<file path="config.mk">
export PLATFORM = sky130hd
export DESIGN_NAME = date_calendar_fields_core
export DESIGN_NICKNAME = d
export VERILOG_FILES = /design/src/rtl/dcf_pkg.sv /design/src/rtl/date_calendar_fields_core.sv
export SDC_FILE = /design/constraint.sdc
export NUM_CORES = 1
export LEC_CHECK = 0
export BUFFER_PORTS_ARGS = -buffer_cell sky130_fd_sc_hd__buf_2
export CAP_MARGIN = 10
export CORE_ASPECT_RATIO = 2
export CORE_UTILIZATION = 45
export DETAILED_ROUTE_END_ITERATION = 10
export GPL_ROUTABILITY_DRIVEN = 0
export HOLD_SLACK_MARGIN = 0.06
export PLACE_DENSITY = 0.6
export SETUP_SLACK_MARGIN = 0.2
export SYNTH_ARGS = -nofsm -noshare
export SYNTH_HDL_FRONTEND = slang
export SYNTH_SLANG_ARGS = --single-unit
export TNS_END_PERCENT = 10
</file>
<file path="constraint.sdc">
create_clock -name clock -period 21.7 [get_ports clock]
set_input_delay 4.34 -clock clock [delete_from_list [all_inputs] [get_ports clock]]
set_output_delay 4.34 -clock clock [all_outputs]
set_load 0.01 [all_outputs]
</file>
<file path="src/rtl/dcf_pkg.sv">
// constants, types and helper functions for the date calendar fields core
// no dependencies; imported by date_calendar_fields_core
package dcf_pkg;

   localparam int unsigned DAY_W   = 5;
   localparam int unsigned MONTH_W = 4;
   localparam int unsigned YEAR_W  = 14;
   localparam int unsigned DOY_W   = 9;
   localparam int unsigned WDAY_W  = 3;
   localparam int unsigned WEEK_W  = 6;

   localparam int unsigned REQ_DATA_W = 24;
   localparam int unsigned RSP_DATA_W = 24;

   localparam logic [YEAR_W-1:0] YEAR_MAX    = 14'd9999;
   localparam logic [YEAR_W-1:0] YEAR_SWITCH = 14'd1752;
   localparam logic [MONTH_W-1:0] MONTH_FEB  = 4'd2;
   localparam logic [MONTH_W-1:0] MONTH_SEP  = 4'd9;
   localparam logic [MONTH_W-1:0] MONTH_DEC  = 4'd12;
   localparam logic [DAY_W-1:0] SKIP_FIRST   = 5'd3;
   localparam logic [DAY_W-1:0] SKIP_LAST    = 5'd13;

   // floor(y/100) = (y * 5243) >> 19, exact for y below 16384
   localparam int unsigned RECIP100_W     = 13;
   localparam logic [RECIP100_W-1:0] RECIP100 = 13'd5243;
   localparam int unsigned RECIP100_SHIFT = 19;

   // floor(x/7) = (x * 2341) >> 14, exact for x below 512
   localparam int unsigned RECIP7_W     = 12;
   localparam logic [RECIP7_W-1:0] RECIP7 = 12'd2341;
   localparam int unsigned RECIP7_SHIFT = 14;

   typedef logic [14:0] wsum_type;

   typedef struct packed {
      logic [DAY_W-1:0]   day;
      logic [MONTH_W-1:0] month;
      logic [YEAR_W-1:0]  year;
   } date_type;

   typedef struct packed {
      logic              valid_res;
      logic              leap;
      logic [DOY_W-1:0]  day_of_year;
      logic [WDAY_W-1:0] weekday;
      logic [WEEK_W-1:0] week_of_year;
   } fields_type;

   // days in month, february taken as 28
   function automatic logic [DAY_W-1:0] month_len(input logic [MONTH_W-1:0] m);
      logic [DAY_W-1:0] len;
      case (m)
         4'd1, 4'd3, 4'd5, 4'd7, 4'd8, 4'd10, 4'd12: len = 5'd31;
         4'd4, 4'd6, 4'd9, 4'd11:                    len = 5'd30;
         4'd2:                                       len = 5'd28;
         default:                                    len = 5'd0;
      endcase
      return len;
   endfunction

   // days before the month in a common year
   function automatic logic [DOY_W-1:0] days_before(input logic [MONTH_W-1:0] m);
      logic [DOY_W-1:0] n;
      case (m)
         4'd1:    n = 9'd0;
         4'd2:    n = 9'd31;
         4'd3:    n = 9'd59;
         4'd4:    n = 9'd90;
         4'd5:    n = 9'd120;
         4'd6:    n = 9'd151;
         4'd7:    n = 9'd181;
         4'd8:    n = 9'd212;
         4'd9:    n = 9'd243;
         4'd10:   n = 9'd273;
         4'd11:   n = 9'd304;
         4'd12:   n = 9'd334;
         default: n = 9'd0;
      endcase
      return n;
   endfunction

   // zeller month term ((zm + 1) * 13) / 5, jan and feb as months 13 and 14
   function automatic logic [5:0] month_term(input logic [MONTH_W-1:0] m);
      logic [5:0] t;
      case (m)
         4'd1:    t = 6'd36;
         4'd2:    t = 6'd39;
         4'd3:    t = 6'd10;
         4'd4:    t = 6'd13;
         4'd5:    t = 6'd15;
         4'd6:    t = 6'd18;
         4'd7:    t = 6'd20;
         4'd8:    t = 6'd23;
         4'd9:    t = 6'd26;
         4'd10:   t = 6'd28;
         4'd11:   t = 6'd31;
         4'd12:   t = 6'd33;
         default: t = 6'd0;
      endcase
      return t;
   endfunction

   function automatic logic [6:0] div100(input logic [YEAR_W-1:0] y);
      logic [YEAR_W+RECIP100_W-1:0] prod;
      prod = {{RECIP100_W{1'b0}}, y} * {{YEAR_W{1'b0}}, RECIP100};
      return prod[RECIP100_SHIFT+6:RECIP100_SHIFT];
   endfunction

   function automatic logic [WEEK_W-1:0] div7(input logic [DOY_W-1:0] x);
      logic [DOY_W+RECIP7_W-1:0] prod;
      prod = {{RECIP7_W{1'b0}}, x} * {{DOY_W{1'b0}}, RECIP7};
      return prod[RECIP7_SHIFT+WEEK_W-1:RECIP7_SHIFT];
   endfunction

   // 8 = 1 mod 7, so octal digits are summed and folded
   function automatic logic [WDAY_W-1:0] mod7(input wsum_type s);
      logic [5:0] t;
      logic [3:0] f;
      logic [3:0] r;
      t = {3'd0, s[2:0]} + {3'd0, s[5:3]} + {3'd0, s[8:6]}
        + {3'd0, s[11:9]} + {3'd0, s[14:12]};
      f = {1'b0, t[5:3]} + {1'b0, t[2:0]};
      r = (f >= 4'd7) ? f - 4'd7 : f;
      return r[WDAY_W-1:0];
   endfunction

endpackage

</file>
<file path="src/rtl/date_calendar_fields_core.sv">
// date calendar fields core: validity, leap flag, ordinal day, weekday, week
//
// Usage:
//   req channel carries one date per beat: day, month and year. Every beat
//   gives exactly one rsp beat, in order. rsp_tuser is 1 for a date that
//   exists; otherwise it is 0 and all of rsp_tdata is zero.
//   Weekday follows zeller's congruence with 0 for saturday; dates up to
//   2 september 1752 use the julian form, later dates the gregorian form.
//   The leap flag and february length always use the gregorian rule.
//
// Pipeline and throughput:
//   a beat accepted on req passes the input register, then the result register,
//   and then appears on rsp. One beat is taken per cycle for as long as rsp
//   drains; the only loop is the ready path through the two registers.
//
// Reset and stalls:
//   reset empties both registers. When rsp_tready is low the result holds,
//   the input register still fills, and req_tready drops only once both
//   registers are full.
//
// depends on dcf_pkg
module date_calendar_fields_core
   import dcf_pkg::*;
(
   input  logic                  clock,
   input  logic                  reset,
   input  logic                  req_tvalid,
   output logic                  req_tready,
   input  logic [REQ_DATA_W-1:0] req_tdata,  // day[4:0], month[8:5], year[22:9], zero fill
   output logic                  rsp_tvalid,
   input  logic                  rsp_tready,
   output logic [RSP_DATA_W-1:0] rsp_tdata,  // leap[0], day_of_year[9:1], weekday[12:10],
                                             // week_of_year[18:13], zero fill
   output logic                  rsp_tuser   // valid_res
);

   logic       s1_valid_ff, s1_valid_in;
   date_type   s1_date_ff, s1_date_in;
   logic       rsp_valid_ff, rsp_valid_in;
   fields_type rsp_fields_ff, rsp_fields_in;

   logic rsp_load;

   // calculation signals
   logic [DAY_W-1:0]   d;
   logic [MONTH_W-1:0] m;
   logic [YEAR_W-1:0]  y;
   logic [6:0]         q100;
   logic [YEAR_W-1:0]  r100;
   logic               leap;
   logic [DAY_W-1:0]   dmax;
   logic               ok;
   logic               early;
   logic               greg;
   logic [6:0]         qyy;
   logic [YEAR_W-1:0]  yy_g;
   wsum_type           yy_j;
   wsum_type           sum_g;
   wsum_type           sum_j;
   logic [DOY_W-1:0]   doy0;
   logic [DOY_W-1:0]   doy1;
   logic [WEEK_W-1:0]  week0;
   logic [WEEK_W-1:0]  week1;

   assign rsp_load   = !rsp_valid_ff || rsp_tready;
   assign req_tready = !s1_valid_ff || rsp_load;

   always_comb begin
      s1_valid_in = s1_valid_ff;
      s1_date_in  = s1_date_ff;
      if (req_tready) begin
         s1_valid_in = req_tvalid;
      end
      if (req_tvalid && req_tready) begin
         s1_date_in.day   = req_tdata[4:0];
         s1_date_in.month = req_tdata[8:5];
         s1_date_in.year  = req_tdata[22:9];
      end
   end

   always_comb begin
      d = s1_date_ff.day;
      m = s1_date_ff.month;
      y = s1_date_ff.year;

      q100 = div100(y);
      r100 = y - ({7'd0, q100} * 14'd100);
      leap = (y[1:0] == 2'd0) && ((r100 != 14'd0) || (q100[1:0] == 2'd0));

      dmax = (m == MONTH_FEB) ? (leap ? 5'd29 : 5'd28) : month_len(m);
      ok = (y <= YEAR_MAX) && (m != 4'd0) && (m <= MONTH_DEC)
         && (d != 5'd0) && (d <= dmax)
         && !((y == YEAR_SWITCH) && (m == MONTH_SEP)
              && (d >= SKIP_FIRST) && (d <= SKIP_LAST));

      early = (m < 4'd3);
      greg  = (y > YEAR_SWITCH)
            || ((y == YEAR_SWITCH) && ((m > MONTH_SEP) || ((m == MONTH_SEP) && (d > SKIP_LAST))));

      // jan and feb count in the previous year; its century quotient drops
      // by one only when the year is a multiple of 100
      yy_g = early ? y - 14'd1 : y;
      qyy  = (early && (r100 == 14'd0)) ? q100 - 7'd1 : q100;
      sum_g = {10'd0, d} + {9'd0, month_term(m)} + {1'b0, yy_g} + {3'd0, yy_g[13:2]}
            - {8'd0, qyy} + {10'd0, qyy[6:2]};

      // julian form shifted by 28 years so the previous year never goes negative
      yy_j  = {1'b0, y} + 15'd28 - (early ? 15'd1 : 15'd0);
      sum_j = {10'd0, d} + {9'd0, month_term(m)} + yy_j + {2'd0, yy_j[14:2]} + 15'd5;

      // both leap outcomes are formed so the week divide does not wait on leap
      doy0  = days_before(m) + {4'd0, d};
      doy1  = doy0 + ((m > MONTH_FEB) ? 9'd1 : 9'd0);
      week0 = div7(doy0 + 9'd6);
      week1 = div7(doy1 + 9'd6);

      rsp_fields_in = '0;
      if (ok) begin
         rsp_fields_in.valid_res    = 1'b1;
         rsp_fields_in.leap         = leap;
         rsp_fields_in.day_of_year  = leap ? doy1 : doy0;
         rsp_fields_in.weekday      = greg ? mod7(sum_g) : mod7(sum_j);
         rsp_fields_in.week_of_year = leap ? week1 : week0;
      end
   end

   always_comb begin
      rsp_valid_in = rsp_valid_ff;
      if (rsp_load) begin
         rsp_valid_in = s1_valid_ff;
      end
   end

   always_ff @(posedge clock) begin
      if (reset) begin
         s1_valid_ff  <= 1'b0;
         rsp_valid_ff <= 1'b0;
      end else begin
         s1_valid_ff  <= s1_valid_in;
         rsp_valid_ff <= rsp_valid_in;
      end
   end

   always_ff @(posedge clock) begin
      s1_date_ff <= s1_date_in;
      if (rsp_load && s1_valid_ff) begin
         rsp_fields_ff <= rsp_fields_in;
      end
   end

   assign rsp_tvalid = rsp_valid_ff;
   assign rsp_tuser  = rsp_fields_ff.valid_res;
   assign rsp_tdata  = {5'd0,
                        rsp_fields_ff.week_of_year,
                        rsp_fields_ff.weekday,
                        rsp_fields_ff.day_of_year,
                        rsp_fields_ff.leap};

endmodule

</file>
### After elaboration in Yosys (flattened, before gate mapping)

Memory sizes are Yosys's and may differ from the RTL's. A register that Yosys moved wholly into a read port is not among the register bits.
Index checks and enable logic that the tools add are counted.

* input port bits: 28
* register bits: 45
* memory bits (read-only): 416
* memories kept: 4
* word-level logic and storage cells: 107
* output and inout port bits: 27

* reductions and logical operators: 28
* mux-type cells: 16
* magnitude comparators: 12
* multiply operators: 4
* equality and inequality tests: 3
* $add $sub $neg: 30

Memory list
* (name not given): depth 16, bits a word 9, read ports 1, clocked after Yosys merged registers in 1, wr ports 0, RTL line dcf_pkg.sv:64 `case (m)`
* (name not given): depth 16, bits a word 6, read ports 1, clocked after Yosys merged registers in 1, wr ports 0, RTL line dcf_pkg.sv:85 `case (m)`
* (name not given): depth 16, bits a word 6, read ports 1, clocked after Yosys merged registers in 1, wr ports 0, RTL line dcf_pkg.sv:85
* (name not given): depth 16, bits a word 5, read ports 1, clocked after Yosys merged registers in 1, wr ports 0, RTL line dcf_pkg.sv:52 `case (m)`

Operator list (count)
* $mul 9x12->20 const B: 2
* $mul 14x13->26 const B: 1
* $mux 20: 1
* $add 9x3->9 const B: 2
* $add 3x3->4: 4
* $mux 4: 4
* $add 14x5->15 const B: 1
* $add 15x12->15: 1
* $add 15x13->15: 1
* $add 15x3->15 const B: 1
* $add 15x5->15: 1
* $add 7x14->15: 1
* $add 7x15->15: 1
* $sub 15x1->15: 1
* $sub 15x7->15: 1
* $add 5x6->7: 2
* $eq 14x11->1 const B: 1
* $gt 14x11->1 const B: 1
* $le 14x14->1 const B: 1
* $logic_and 1x1->1: 14
* $logic_not 14->1: 1
* $mux 14: 1
* $reduce_bool 14->1: 1
* $sub 14x1->14 const B: 1
* 31 further kinds: 47

### Logic depth before layout (Yosys ltp)

Gate-level depths: netlist of the first run.

* depth after elaboration: 17
* gate-level depth with buffers: 76
* gate-level depth less buffers: 74

### Worst setup path after synthesis of the first run

No wires, ideal clock.

* kind: register to register
* start: reg s1_date_ff, in the netlist y[4]
* end: reg rsp_fields_ff, in the netlist rsp_tdata[10], data pin
* required time: 21.434 ns
* clock period less this slack: 16.020 ns
* setup time: 0.266 ns
* arrival: 15.754 ns
* cell stages (with the launch flop): 73
* path slack: 5.680 ns
* path buffers: 2
* cell sequence: edfxtp_1 clkbuf_1 inv_1 fa_1 inv_1 ha_1 fa_1 inv_1 fa_1 fa_1 inv_1 ha_1 a21oi_1 a21oi_1 nor4_4 o21ai_2 nor2_1 nor2b_1 (+37 left out) fa_1 fa_1 inv_1 fa_1 inv_1 ha_1 a21o_1 a21oi_1 xnor2_1 inv_1 fa_1 inv_1 ha_1 a21oi_1 xor2_1 nor2_1 a21oi_1 nor2_1

* cells in the longest elaborated chain, start to end: 16
* elaborated cells on any way between the ends: 56
* classes of those cells: 24 x add/sub; 2 x mul; 5 x order compare; 1 x eq/ne; 7 x mux; 17 x reduce/logical

Ends and longest elaborated chain
* start, declared: RTL line date_calendar_fields_core.sv:38 `date_type s1_date_ff, s1_date_in;`
* start signal, assigned: RTL line date_calendar_fields_core.sv:145 `s1_date_ff <= s1_date_in;`
* $mul 14x13->26: RTL line dcf_pkg.sv:105 `prod = {{RECIP100_W{1'b0}}, y} * {{YEAR_W{1'b0}}, RECIP100};`
* $mul 7x5->12: RTL line date_calendar_fields_core.sv:87 `r100 = y - ({7'd0, q100} * 14'd100);`
* $sub 14x14->14: RTL line date_calendar_fields_core.sv:87
* $logic_not 14->1: RTL line date_calendar_fields_core.sv:103 `qyy = (early && (r100 == 14'd0)) ? q100 - 7'd1 : q100;`
* $logic_and 1x1->1: RTL line date_calendar_fields_core.sv:103
* $mux 7: RTL line date_calendar_fields_core.sv:103
* $sub 15x7->15: RTL line date_calendar_fields_core.sv:105 `- {8'd0, qyy} + {10'd0, qyy[6:2]};`
* $add 15x5->15: RTL line date_calendar_fields_core.sv:105
* $add 3x3->4: RTL line dcf_pkg.sv:120 `t = {3'd0, s[2:0]} + {3'd0, s[5:3]} + {3'd0, s[8:6]}`
* $add 4x3->5: RTL line dcf_pkg.sv:120
* $add 5x3->6: RTL line dcf_pkg.sv:121 `+ {3'd0, s[11:9]} + {3'd0, s[14:12]};`
* $add 6x3->6: RTL line dcf_pkg.sv:121
* $add 3x3->4: RTL line dcf_pkg.sv:122 `f = {1'b0, t[5:3]} + {1'b0, t[2:0]};`
* $ge 4x3->1 or $sub 3x3->3 (tied branches): RTL line dcf_pkg.sv:123 `r = (f >= 4'd7) ? f - 4'd7 : f;`
* $mux 3: RTL line dcf_pkg.sv:123
* $mux 3: RTL line date_calendar_fields_core.sv:122 `rsp_fields_in.weekday = greg ? mod7(sum_g) : mod7(sum_j);`
* end signal, assigned: RTL line date_calendar_fields_core.sv:147 `rsp_fields_ff <= rsp_fields_in;`
* end, declared: RTL line date_calendar_fields_core.sv:40 `fields_type rsp_fields_ff, rsp_fields_in;`

Parallel ways exist; a longest one is shown, timed or not.
A chain may end at the register's enable or synchronous reset.

### Worst setup path after layout of the first run

* start: reg s1_date_ff, in the netlist y[11]
* end: reg rsp_fields_ff, in the netlist rsp_tdata[11], data pin

Same word-level chain as after synthesis.

==> results_dict.tcl, run 1 <==
set metrics [dict create \
    synth.area.top_cells "sky130_fd_sc_hd__ha_1, sky130_fd_sc_hd__fa_1, sky130_fd_sc_hd__edfxtp_1" \
    timing.final.crit_share_pct 87.10 \
    firstDrtPassIters 8 \
    detailed_place_hpwl_um 31200 \
    synth_ff_type "sky130_fd_sc_hd__edfxtp_1" \
    wl_per_cell_um 17.96 \
    cts.path.max_buffers 2 \
    mappedNetlistArea_sq_um 14360 \
    post-route-min-period_ns 18.90 \
    max_freq_mhz 52.91 \
    io-pin-count 55 \
    post_route_cells_drive_above_1_share_pct 5.270 \
    post_synth_inst_count 1502 \
    worstReg2RegEnd "rsp_tdata[11]$_SDFFCE_PN0P_" \
    globalRoute.totalOverflow 0 \
    design.die.area_sq_um 32670 \
    slowest_stage "sky130_fd_sc_hd__edfxtp_1" \
    status "finished clean" \
    synth_top_family_by_area "adder cells" \
    synthArstFlopShare_pct 0 \
    insertedDiodeCount 0 \
    postCtsSetupRepairBufs 0 \
    post-synth-top-count-cell "sky130_fd_sc_hd__ha_1" \
    via_count 10660 \
    floorplan_row_count 92 \
    worstSetupPathType "flip-flop to flip-flop" \
    number_of_antenna_violations_at_the_first_check_in_global_routing 0 \
    synth-seq-cells 63 \
    worst_hold_path.endpoint "rsp_tvalid$_SDFFE_PP0P_" \
    cts_buffers 9 \
    whs_path_depth 2 \
    antenna_left 0 \
    drc_errors 0 \
    cap_viol_max_count 0 \
    multiInputGateArea_sq_um 11520 \
    vias_per_std_cell 5.386 \
    first_global_vias 11530 \
    timing_max_transition_violations_final 0 \
    grt_use_total_pct 23.18 \
    die_height_um 254.6 \
    rsz_0062_raised_after_global_routing "no" \
    postSynthAreaPerCell_sq_um 9.561 \
    detailed_route_iter0_violations 334 \
    yosysWarningCount 0 \
    setup_violations 0 \
    cts.hold.buffers_added 0 \
    tightestPinTransition_ns 1.148 \
    cpMostUsedCell "sky130_fd_sc_hd__fa_1" \
    place.port_buffers 48 \
    area_growth_pct 7.023 \
    critical_register_to_register_path_startpoint "y[11]$_DFFE_PP_" \
    timing.max_slew.rel_slack_pct 21.28 \
    end_kind "flip-flop" \
    synth-xor-area-share_pct 7.441 \
    number_of_clock_sinks 63 \
    num-nets-final 2095 \
    grt_start_max_net_pins 24 \
    reg2reg_depth 67 \
    min-delay-start "s1_valid_ff$_SDFFE_PP0N_" \
    register_area_sq_um 1692 \
    synth-adder-area-share_pct 52.09 \
    finalWirelength_um 35550 \
    ff2ff_setup_slack_ns 2.80 \
    worst-endpoint-required_ns 21.79 \
    grt_first_pass_wirelength_um 56570 \
    ys_types 78 \
    worst-endpoint-arrival_ns 18.99 \
    tritoncts "yes" \
    yosysTopAreaCellShare_pct 33.20 \
    post_synth_most_frequent_cells "sky130_fd_sc_hd__ha_1, sky130_fd_sc_hd__inv_1, sky130_fd_sc_hd__fa_1, sky130_fd_sc_hd__xnor2_1, sky130_fd_sc_hd__a21oi_1" \
    hold_class "flip-flop to flip-flop" \
    clock-root-buffer "sky130_fd_sc_hd__clkbuf_16" \
    core_region_area_sq_um 31430 \
    synth_compound_area_share_pct 11.29 \
    clkSlewWorstSetupHoldPaths_ns 0.06 \
    critPathMaxFanout 10 \
    clk-insertion-delay-late_ns 0.37 \
    cts-htree-levels 3 \
    die_x_um 128.3 \
    synthDominantAreaCellType "sky130_fd_sc_hd__ha_1" \
    cts_repair_resize_count 0 \
    synth-edff-count 43 \
    fill_cells 2997 \
    fin_setup_tns_ns 0 \
    synth_simple_gate_area_share_pct 8.216 \
    crit_path_max_incr_delay_ns 0.86 \
    floorplan.initialDensity_pct 45.70 \
    final-hold-violation-count 0 \
    synth.area.mux_share_pct 1.019 \
    fin_skew_ns 0.01523 \
    worstSetupStartpointType "flip-flop" \
    synth_seq_area_share_pct 11.78 \
]
-- routing by layer --
metal  share of wire [%]  up-vias  track usage (%)
met5                   0        -                0
met4                 8.7        0            19.33
met3                 1.7      118            1.888
met2                  58      211            47.23
met1                  32     5152            19.49
li1                    -     5177                -
-- per-stage QoR --
stage | util [%] | hold slack, ns | instance area [sq um] | setup slack [ns] | std cells
2_1_floorplan | - | 0.4778 | 14380 | 5.680 | 1506
3_3_place_gp | 47.97 | 0.4988 | 15070 | 3.041 | 1963
3_5_place_dp | 47.97 | 0.5094 | 15070 | 2.903 | 1963
4_1_cts | 48.91 | 0.5219 | 15370 | 2.823 | 1979
5_1_grt | 48.91 | 0.6007 | 15370 | 1.896 | 1979
6_report | 48.91 | 0.5216 | 15370 | 2.800 | 1979
-- worst max-delay path, delay by kind of cell, from the launching register on --
| kind | cells | cell delay, ns |
|---|---|---|
| flip-flops | 1 | 0.86 |
| buffers and inverters | 12 | 0.68 |
| adder cells (fa/ha/maj) | 22 | 9.26 |
| XOR/XNOR | 4 | 1.18 |
| AND/OR/NAND/NOR | 12 | 2.20 |
| AO/OA/AOI/OAI | 17 | 4.42 |
-- worst max-delay path by stage --
stage,start,endpoint,cells after the start
after detailed placement,y[11]$_DFFE_PP_,rsp_tdata[11]$_SDFFCE_PN0P_,67
after CTS,y[11]$_DFFE_PP_,rsp_tdata[11]$_SDFFCE_PN0P_,67
after global routing,y[11]$_DFFE_PP_,rsp_tdata[10]$_SDFFCE_PN0P_,68
after global placement,y[11]$_DFFE_PP_,rsp_tdata[11]$_SDFFCE_PN0P_,66
after floorplan,y[4]$_DFFE_PP_,rsp_tdata[10]$_SDFFCE_PN0P_,72
final,y[11]$_DFFE_PP_,rsp_tdata[11]$_SDFFCE_PN0P_,67
-- logic make-up (layout without fill, tap and decap cells) --
logic type,after synthesis,in the layout
adder cells (fa/ha/maj),517,517
XOR/XNOR,122,122
AO/OA/AOI/OAI,244,244
flip-flops,63,63
buffers and inverters,303,353
other,1,5
AND/OR/NAND/NOR,238,238
multiplexers,14,14
-- placed cells by master (no fill, tap or decap), types with 3 or more instances in the layout --
master / netlist / layout
sky130_fd_sc_hd__dfxtp_1: 20 / 20
sky130_fd_sc_hd__nor4b_1: 3 / 3
sky130_fd_sc_hd__a31oi_1: 7 / 7
sky130_fd_sc_hd__a211oi_1: 14 / 14
sky130_fd_sc_hd__and4_1: 3 / 3
sky130_fd_sc_hd__buf_4: 6 / 3
sky130_fd_sc_hd__nand4_1: 11 / 11
sky130_fd_sc_hd__a21o_1: 34 / 34
sky130_fd_sc_hd__mux2i_1: 11 / 11
sky130_fd_sc_hd__xnor2_1: 81 / 81
sky130_fd_sc_hd__inv_1: 284 / 284
sky130_fd_sc_hd__xor2_1: 41 / 41
sky130_fd_sc_hd__o21bai_1: 17 / 17
sky130_fd_sc_hd__nand2_1: 56 / 56
sky130_fd_sc_hd__nand2b_1: 6 / 6
sky130_fd_sc_hd__fa_1: 135 / 135
sky130_fd_sc_hd__buf_2: 1 / 48
sky130_fd_sc_hd__o211ai_1: 5 / 5
sky130_fd_sc_hd__o211a_1: 4 / 4
sky130_fd_sc_hd__nor3_1: 12 / 12
sky130_fd_sc_hd__nor3b_1: 3 / 3
sky130_fd_sc_hd__edfxtp_1: 43 / 43
sky130_fd_sc_hd__o21a_1: 10 / 10
sky130_fd_sc_hd__a311oi_1: 3 / 3
sky130_fd_sc_hd__a41oi_1: 4 / 4
sky130_fd_sc_hd__nor2b_1: 17 / 16
sky130_fd_sc_hd__nor2_1: 73 / 73
sky130_fd_sc_hd__conb_1: 1 / 5
sky130_fd_sc_hd__ha_1: 381 / 381
sky130_fd_sc_hd__and2_1: 3 / 3
sky130_fd_sc_hd__o21ai_0: 35 / 35
sky130_fd_sc_hd__a21oi_1: 74 / 74
sky130_fd_sc_hd__o31ai_1: 7 / 7
sky130_fd_sc_hd__or3_1: 4 / 4
sky130_fd_sc_hd__a211o_1: 4 / 4
sky130_fd_sc_hd__nand3_1: 23 / 23
sky130_fd_sc_hd__clkbuf_16: 0 / 10
sky130_fd_sc_hd__and3_1: 10 / 10
-- cell type report --
type | count | share of cell area, %
well taps | 423 | 3.444
flip-flops and latches | 63 | 11.01
clock inverters | 4 | 0.1710
repair buffers | 51 | 1.710
multi-input cells | 1140 | 74.94
inverters | 286 | 6.985
clock buffers | 12 | 1.742
Power of run 1 is not shown: default switching activity piles up to over one toggle a cycle in this logic, so the estimate is an artifact.
==> inputs of run 2 (changes only) <==
Settings changed: CORE_ASPECT_RATIO 2 to 1.1, SETUP_SLACK_MARGIN 0.2 to 0.15, SLEW_MARGIN set to 5.
==> run 2 against run 1 <==
Compared with the run above: first-iteration DRC count rose by 4.2%; clock-buffer cell count fell by 2; non-clock buffer count fell by 1; core utilization barely moved; design area barely moved; hold slack got worse by 0.0083 ns.
==> results_dict.tcl, run 2 (synthesized netlist as in run 1, its figures left out) <==
set metrics [dict create \
    status "finished clean" \
    antenna_left 0 \
    layout_common_cells "sky130_fd_sc_hd__ha_1, sky130_fd_sc_hd__inv_1, sky130_fd_sc_hd__fa_1" \
    grt_first_pass_wirelength_um 52030 \
    postCtsSetupRepairBufs 0 \
    io-pin-count 55 \
    worstSetupStartpointType "flip-flop" \
    first_global_vias 10620 \
    fill_cells 2983 \
    cap_viol_max_count 0 \
    setup_violations 0 \
    worst-endpoint-arrival_ns 18.28 \
    cts-htree-levels 3 \
    worst-endpoint-required_ns 21.77 \
    grt_start_max_net_pins 24 \
    post_route_cells_drive_above_1_share_pct 5.273 \
    grt_use_total_pct 20.41 \
    fin_skew_ns 0.01869 \
    tightestPinTransition_ns 1.111 \
    critical_register_to_register_path_startpoint "y[9]$_DFFE_PP_" \
    finalWirelength_um 31130 \
    clkSlewWorstSetupHoldPaths_ns 0.06 \
    place.port_buffers 48 \
    critPathMaxFanout 12 \
    timing.final.crit_share_pct 83.94 \
    timing_max_transition_violations_final 0 \
    area_growth_pct 6.944 \
    floorplan_row_count 68 \
    vias_per_std_cell 5.222 \
    cp-startpoint "y[9]$_DFFE_PP_" \
    cts.hold.buffers_added 0 \
    num-nets-final 2094 \
    die_height_um 189.4 \
    min-delay-start "s1_valid_ff$_SDFFE_PP0N_" \
    rsz_0062_raised_after_global_routing "no" \
    insertedDiodeCount 0 \
    wl_per_cell_um 15.76 \
    hold_class "flip-flop to flip-flop" \
    end_kind "flip-flop" \
    design.die.area_sq_um 32630 \
    slowest_stage "sky130_fd_sc_hd__edfxtp_1" \
    max_freq_mhz 54.90 \
    tritoncts "yes" \
    floorplan.initialDensity_pct 45.74 \
    final-hold-violation-count 0 \
    drc_errors 0 \
    cts_buffers 9 \
    worstSetupPathType "flip-flop to flip-flop" \
    detailed_route_iter0_violations 348 \
    cts_repair_resize_count 0 \
    die_x_um 172.3 \
    clock-root-buffer "sky130_fd_sc_hd__clkbuf_16" \
    detailed_place_hpwl_um 27100 \
    core_region_area_sq_um 31400 \
    fin_setup_tns_ns 0 \
    via_count 10310 \
    firstDrtPassIters 7 \
    cpMostUsedCell "sky130_fd_sc_hd__fa_1" \
    clk-insertion-delay-late_ns 0.35 \
    timing.max_slew.rel_slack_pct 23.83 \
    most_common_library_cell_in_the_layout_ignoring_fill_and_taps "sky130_fd_sc_hd__ha_1" \
    number_of_clock_sinks 63 \
    number_of_antenna_violations_at_the_first_check_in_global_routing 0 \
    post-route-min-period_ns 18.22 \
    globalRoute.totalOverflow 0 \
    cts.path.max_buffers 2 \
    crit_path_max_incr_delay_ns 0.84 \
]
[run 2: changes by cell type in the layout (fill, tap and decap cells not counted)]
cell	previous run	this run
sky130_fd_sc_hd__buf_4	3	2
sky130_fd_sc_hd__clkbuf_1	1	0
sky130_fd_sc_hd__clkbuf_8	1	0
sky130_fd_sc_hd__clkinv_2	1	2
sky130_fd_sc_hd__clkinv_4	1	3
sky130_fd_sc_hd__clkinvlp_4	0	1
sky130_fd_sc_hd__inv_4	2	0
[run 2: metrics by stage]
step / utilization, % / setup WS (ns) / cells / hold WS, ns / area [sq um]
2_1_floorplan: - / 5.680 / 1506 / 0.4778 / 14380
3_3_place_gp: 47.98 / 3.593 / 1959 / 0.4984 / 15060
3_5_place_dp: 47.98 / 3.385 / 1959 / 0.5062 / 15060
4_1_cts: 48.92 / 3.314 / 1975 / 0.5138 / 15360
5_1_grt: 48.92 / 2.118 / 1975 / 0.5469 / 15360
6_report: 48.92 / 3.485 / 1975 / 0.5134 / 15360
[run 2: layer usage]
metal  share of wire [%]  vias to the layer above  wire, um  GRT usage (%)
met2                  52                      168     16040          37.53
met4                 2.5                        0       783          5.786
met3                 2.6                       47       817          1.819
met5                   0                        -         0              0
li1                    -                     5184         -              -
met1                  43                     4915     13490          24.99
[run 2: path summary, 6_finish.rpt]
path,endpoint,slack (ns),depth (start not counted)
max,rsp_tdata[11]$_SDFFCE_PN0P_,3.48,66
min,rsp_tvalid$_SDFFE_PP0P_,0.51,2
max reg2reg,rsp_tdata[11]$_SDFFCE_PN0P_,3.48,66
min reg2reg,rsp_tvalid$_SDFFE_PP0P_,0.51,2
[run 2: critical path: cells and delay by family (launching register included)]
family                   cells  cell delay (ns)
XOR/XNOR                     5             1.37
buffers and inverters       11             0.63
AND/OR/NAND/NOR             11             1.98
AO/OA/AOI/OAI               17             3.91
adder cells (fa/ha/maj)     22             9.18
flip-flops                   1             0.84
[run 2: layout make-up]
class,count,area [sq um],area share (%)
Multi-Input combinational cell,1140,11520,75.00
Sequential cell,63,1692,11.02
Inverter,286,1074,6.990
Tap cell,420,525.5,3.422
Timing Repair Buffer,50,255.2,1.662
Clock buffer,10,250.2,1.629
Clock inverter,6,43.79,0.2852
Power of run 2 is left out for the same reason.
==> inputs of run 3 (changes only) <==
Settings changed: ABC_AREA set to 1.
Clock period 21.7 ns to 18.05 ns, I/O delays scaled along.
==> run 3 against run 2 <==
Compared with the run above: hold slack got worse by 0.020 ns; core utilization increased by 0.48 points; maximum frequency increased by 11%; die area increased by 4.6%; global-route usage about the same; clock-buffer cell count unchanged; cell count increased by 15%; clock skew decreased by 0.0090 ns.
==> results_dict.tcl, run 3 <==
set metrics [dict create \
    hold_class "flip-flop to flip-flop" \
    postSynthAreaPerCell_sq_um 8.418 \
    post_dp_cell_area_sq_um 15750 \
    cap_viol_max_count 0 \
    end_kind "flip-flop" \
    fin_setup_tns_ns 0 \
    post_synth_inst_count 1785 \
    grt_first_pass_wirelength_um 55880 \
    post_route_cells_drive_above_1_share_pct 6.138 \
    cp_num_buf_inv 18 \
    worst-endpoint-required_ns 18.15 \
    firstDrtPassIters 7 \
    finalWirelength_um 32720 \
    register_area_sq_um 1692 \
    slowest_stage "sky130_fd_sc_hd__edfxtp_1" \
    antenna_left 0 \
    timing.max_slew.rel_slack_pct 22.35 \
    synthDominantAreaCellType "sky130_fd_sc_hd__ha_1" \
    mappedNetlistArea_sq_um 15030 \
    hold_ws_ns 0.4934 \
    cts-htree-levels 3 \
    post-route-min-period_ns 16.45 \
    insertedDiodeCount 0 \
    cts_repair_resize_count 0 \
    tritoncts "yes" \
    first_global_vias 11750 \
    synthArstFlopShare_pct 0 \
    tightestPinTransition_ns 1.153 \
    floorplan_row_count 69 \
    clk-insertion-delay-late_ns 0.34 \
    area_growth_pct 6.986 \
    cts_buffers 9 \
    yosysWarningCount 0 \
    post-synth-top-count-cell "sky130_fd_sc_hd__inv_1" \
    final-hold-violation-count 0 \
    globalRoute.totalOverflow 0 \
    floorplan.initialDensity_pct 46.17 \
    worst-endpoint-arrival_ns 16.54 \
    number_of_antenna_violations_at_the_first_check_in_global_routing 0 \
    rsz_0062_raised_after_global_routing "no" \
    post_synth_most_frequent_cells "sky130_fd_sc_hd__inv_1, sky130_fd_sc_hd__ha_1, sky130_fd_sc_hd__nand2_1, sky130_fd_sc_hd__fa_1, sky130_fd_sc_hd__a21oi_1" \
    status "finished clean" \
    cts.path.max_buffers 2 \
    cpMostUsedCell "sky130_fd_sc_hd__inv_1" \
    detailed_route_iter0_violations 382 \
    timing.final.crit_share_pct 91.11 \
    yosysTopAreaCellShare_pct 31.72 \
    via_count 11330 \
    cts.hold.buffers_added 0 \
    die_x_um 176.2 \
    crit_path_max_incr_delay_ns 0.72 \
    clock-root-buffer "sky130_fd_sc_hd__clkbuf_16" \
    design.die.area_sq_um 34130 \
    most_common_library_cell_in_the_layout_ignoring_fill_and_taps "sky130_fd_sc_hd__inv_1" \
    vias_per_std_cell 4.996 \
    synth-edff-count 43 \
    fill_cells 3182 \
    fin_skew_ns 0.009650 \
    setup_violations 0 \
    place.port_buffers 48 \
    post-route-cell-area_sq_um 16080 \
    layout_common_cells "sky130_fd_sc_hd__inv_1, sky130_fd_sc_hd__ha_1, sky130_fd_sc_hd__nand2_1" \
    timing_max_transition_violations_final 0 \
    clkSlewWorstSetupHoldPaths_ns 0.06 \
    synth_ff_type "sky130_fd_sc_hd__edfxtp_1" \
    io-pin-count 55 \
    critPathMaxFanout 11 \
    grt_start_max_net_pins 33 \
    critical-path-top-delay-family "adder cells" \
    postCtsSetupRepairBufs 0 \
    core_region_area_sq_um 32550 \
    synth-seq-cells 63 \
    drc_errors 0 \
    synth_seq_area_share_pct 11.26 \
    num-nets-final 2380 \
    ys_types 51 \
    detailed_place_hpwl_um 28670 \
    number_of_clock_sinks 63 \
    multiInputGateArea_sq_um 11770 \
    max_freq_mhz 60.81 \
    synth.area.top_cells "sky130_fd_sc_hd__ha_1, sky130_fd_sc_hd__fa_1, sky130_fd_sc_hd__inv_1" \
    die_height_um 193.7 \
    worstSetupStartpointType "flip-flop" \
    grt_use_total_pct 20.41 \
    worstSetupPathType "flip-flop to flip-flop" \
    wl_per_cell_um 14.43 \
]
==> run 3: cell types whose count changed after synthesis, sizes merged, moves of 17 or more <==
cell | before | now
nand2 | 56 | 259
a21o | 34 | 7
xor2 | 41 | 72
nor2b | 17 | 0
xnor2 | 81 | 35
nor2 | 74 | 98
nand3 | 24 | 77
inv | 285 | 394
a21oi | 75 | 101
==> run 3: routing by layer <==
layer	track usage [%]	up-vias	routed length, um
met5	0	-	0
met4	5.250	0	734
met3	1.765	43	925
met2	35.62	192	15800
met1	26.88	5263	15270
li1	-	5828	-
==> run 3: worst min-delay path, stage by stage, from the launching register on <==
cell                      delay, ns
sky130_fd_sc_hd__dfxtp_1       0.31
sky130_fd_sc_hd__inv_1         0.08
sky130_fd_sc_hd__a21oi_1       0.07
==> run 3: logic make-up after synthesis <==
kind of cell | Yosys count | share of synthesized area (%)
AO/OA/AOI/OAI | 205 | 7.719
other | 1 | 0.02496
AND/OR/NAND/NOR | 481 | 14.40
adder cells (fa/ha/maj) | 516 | 49.71
multiplexers | 1 | 0.07493
XOR/XNOR | 107 | 6.286
buffers and inverters | 411 | 10.53
flip-flops | 63 | 11.26
==> run 3: layout make-up <==
class / instances / area share (%)
inverter: 396 / 9.246
multi-input combinational: 1315 / 73.22
sequential: 63 / 10.52
timing repair buffer: 51 / 1.634
clock buffer: 10 / 1.486
tap: 426 / 3.315
clock inverter: 6 / 0.5759
==> run 3: final timing paths <==
path | slack (ns) | cells past startpoint | startpoint | end
setup / recovery | 1.60 | 72 | y[5]$_DFFE_PP_ | rsp_tdata[11]$_SDFFCE_PN0P_
hold / removal | 0.49 | 2 | s1_valid_ff$_SDFFE_PP0N_ | rsp_tvalid$_SDFFE_PP0P_
hold reg to reg | 0.49 | 2 | s1_valid_ff$_SDFFE_PP0N_ | rsp_tvalid$_SDFFE_PP0P_
setup reg to reg | 1.60 | 72 | y[5]$_DFFE_PP_ | rsp_tdata[11]$_SDFFCE_PN0P_
==> run 3: through the flow <==
stage	setup WS (ns)	utilization, %	instances
floorplan	3.384	-	1789
global placement	1.750	48.38	2251
detailed placement	1.600	48.38	2251
CTS	1.583	49.39	2267
global route	0.4969	49.39	2267
finish	1.604	49.39	2267
Power of run 3 is left out for the same reason.
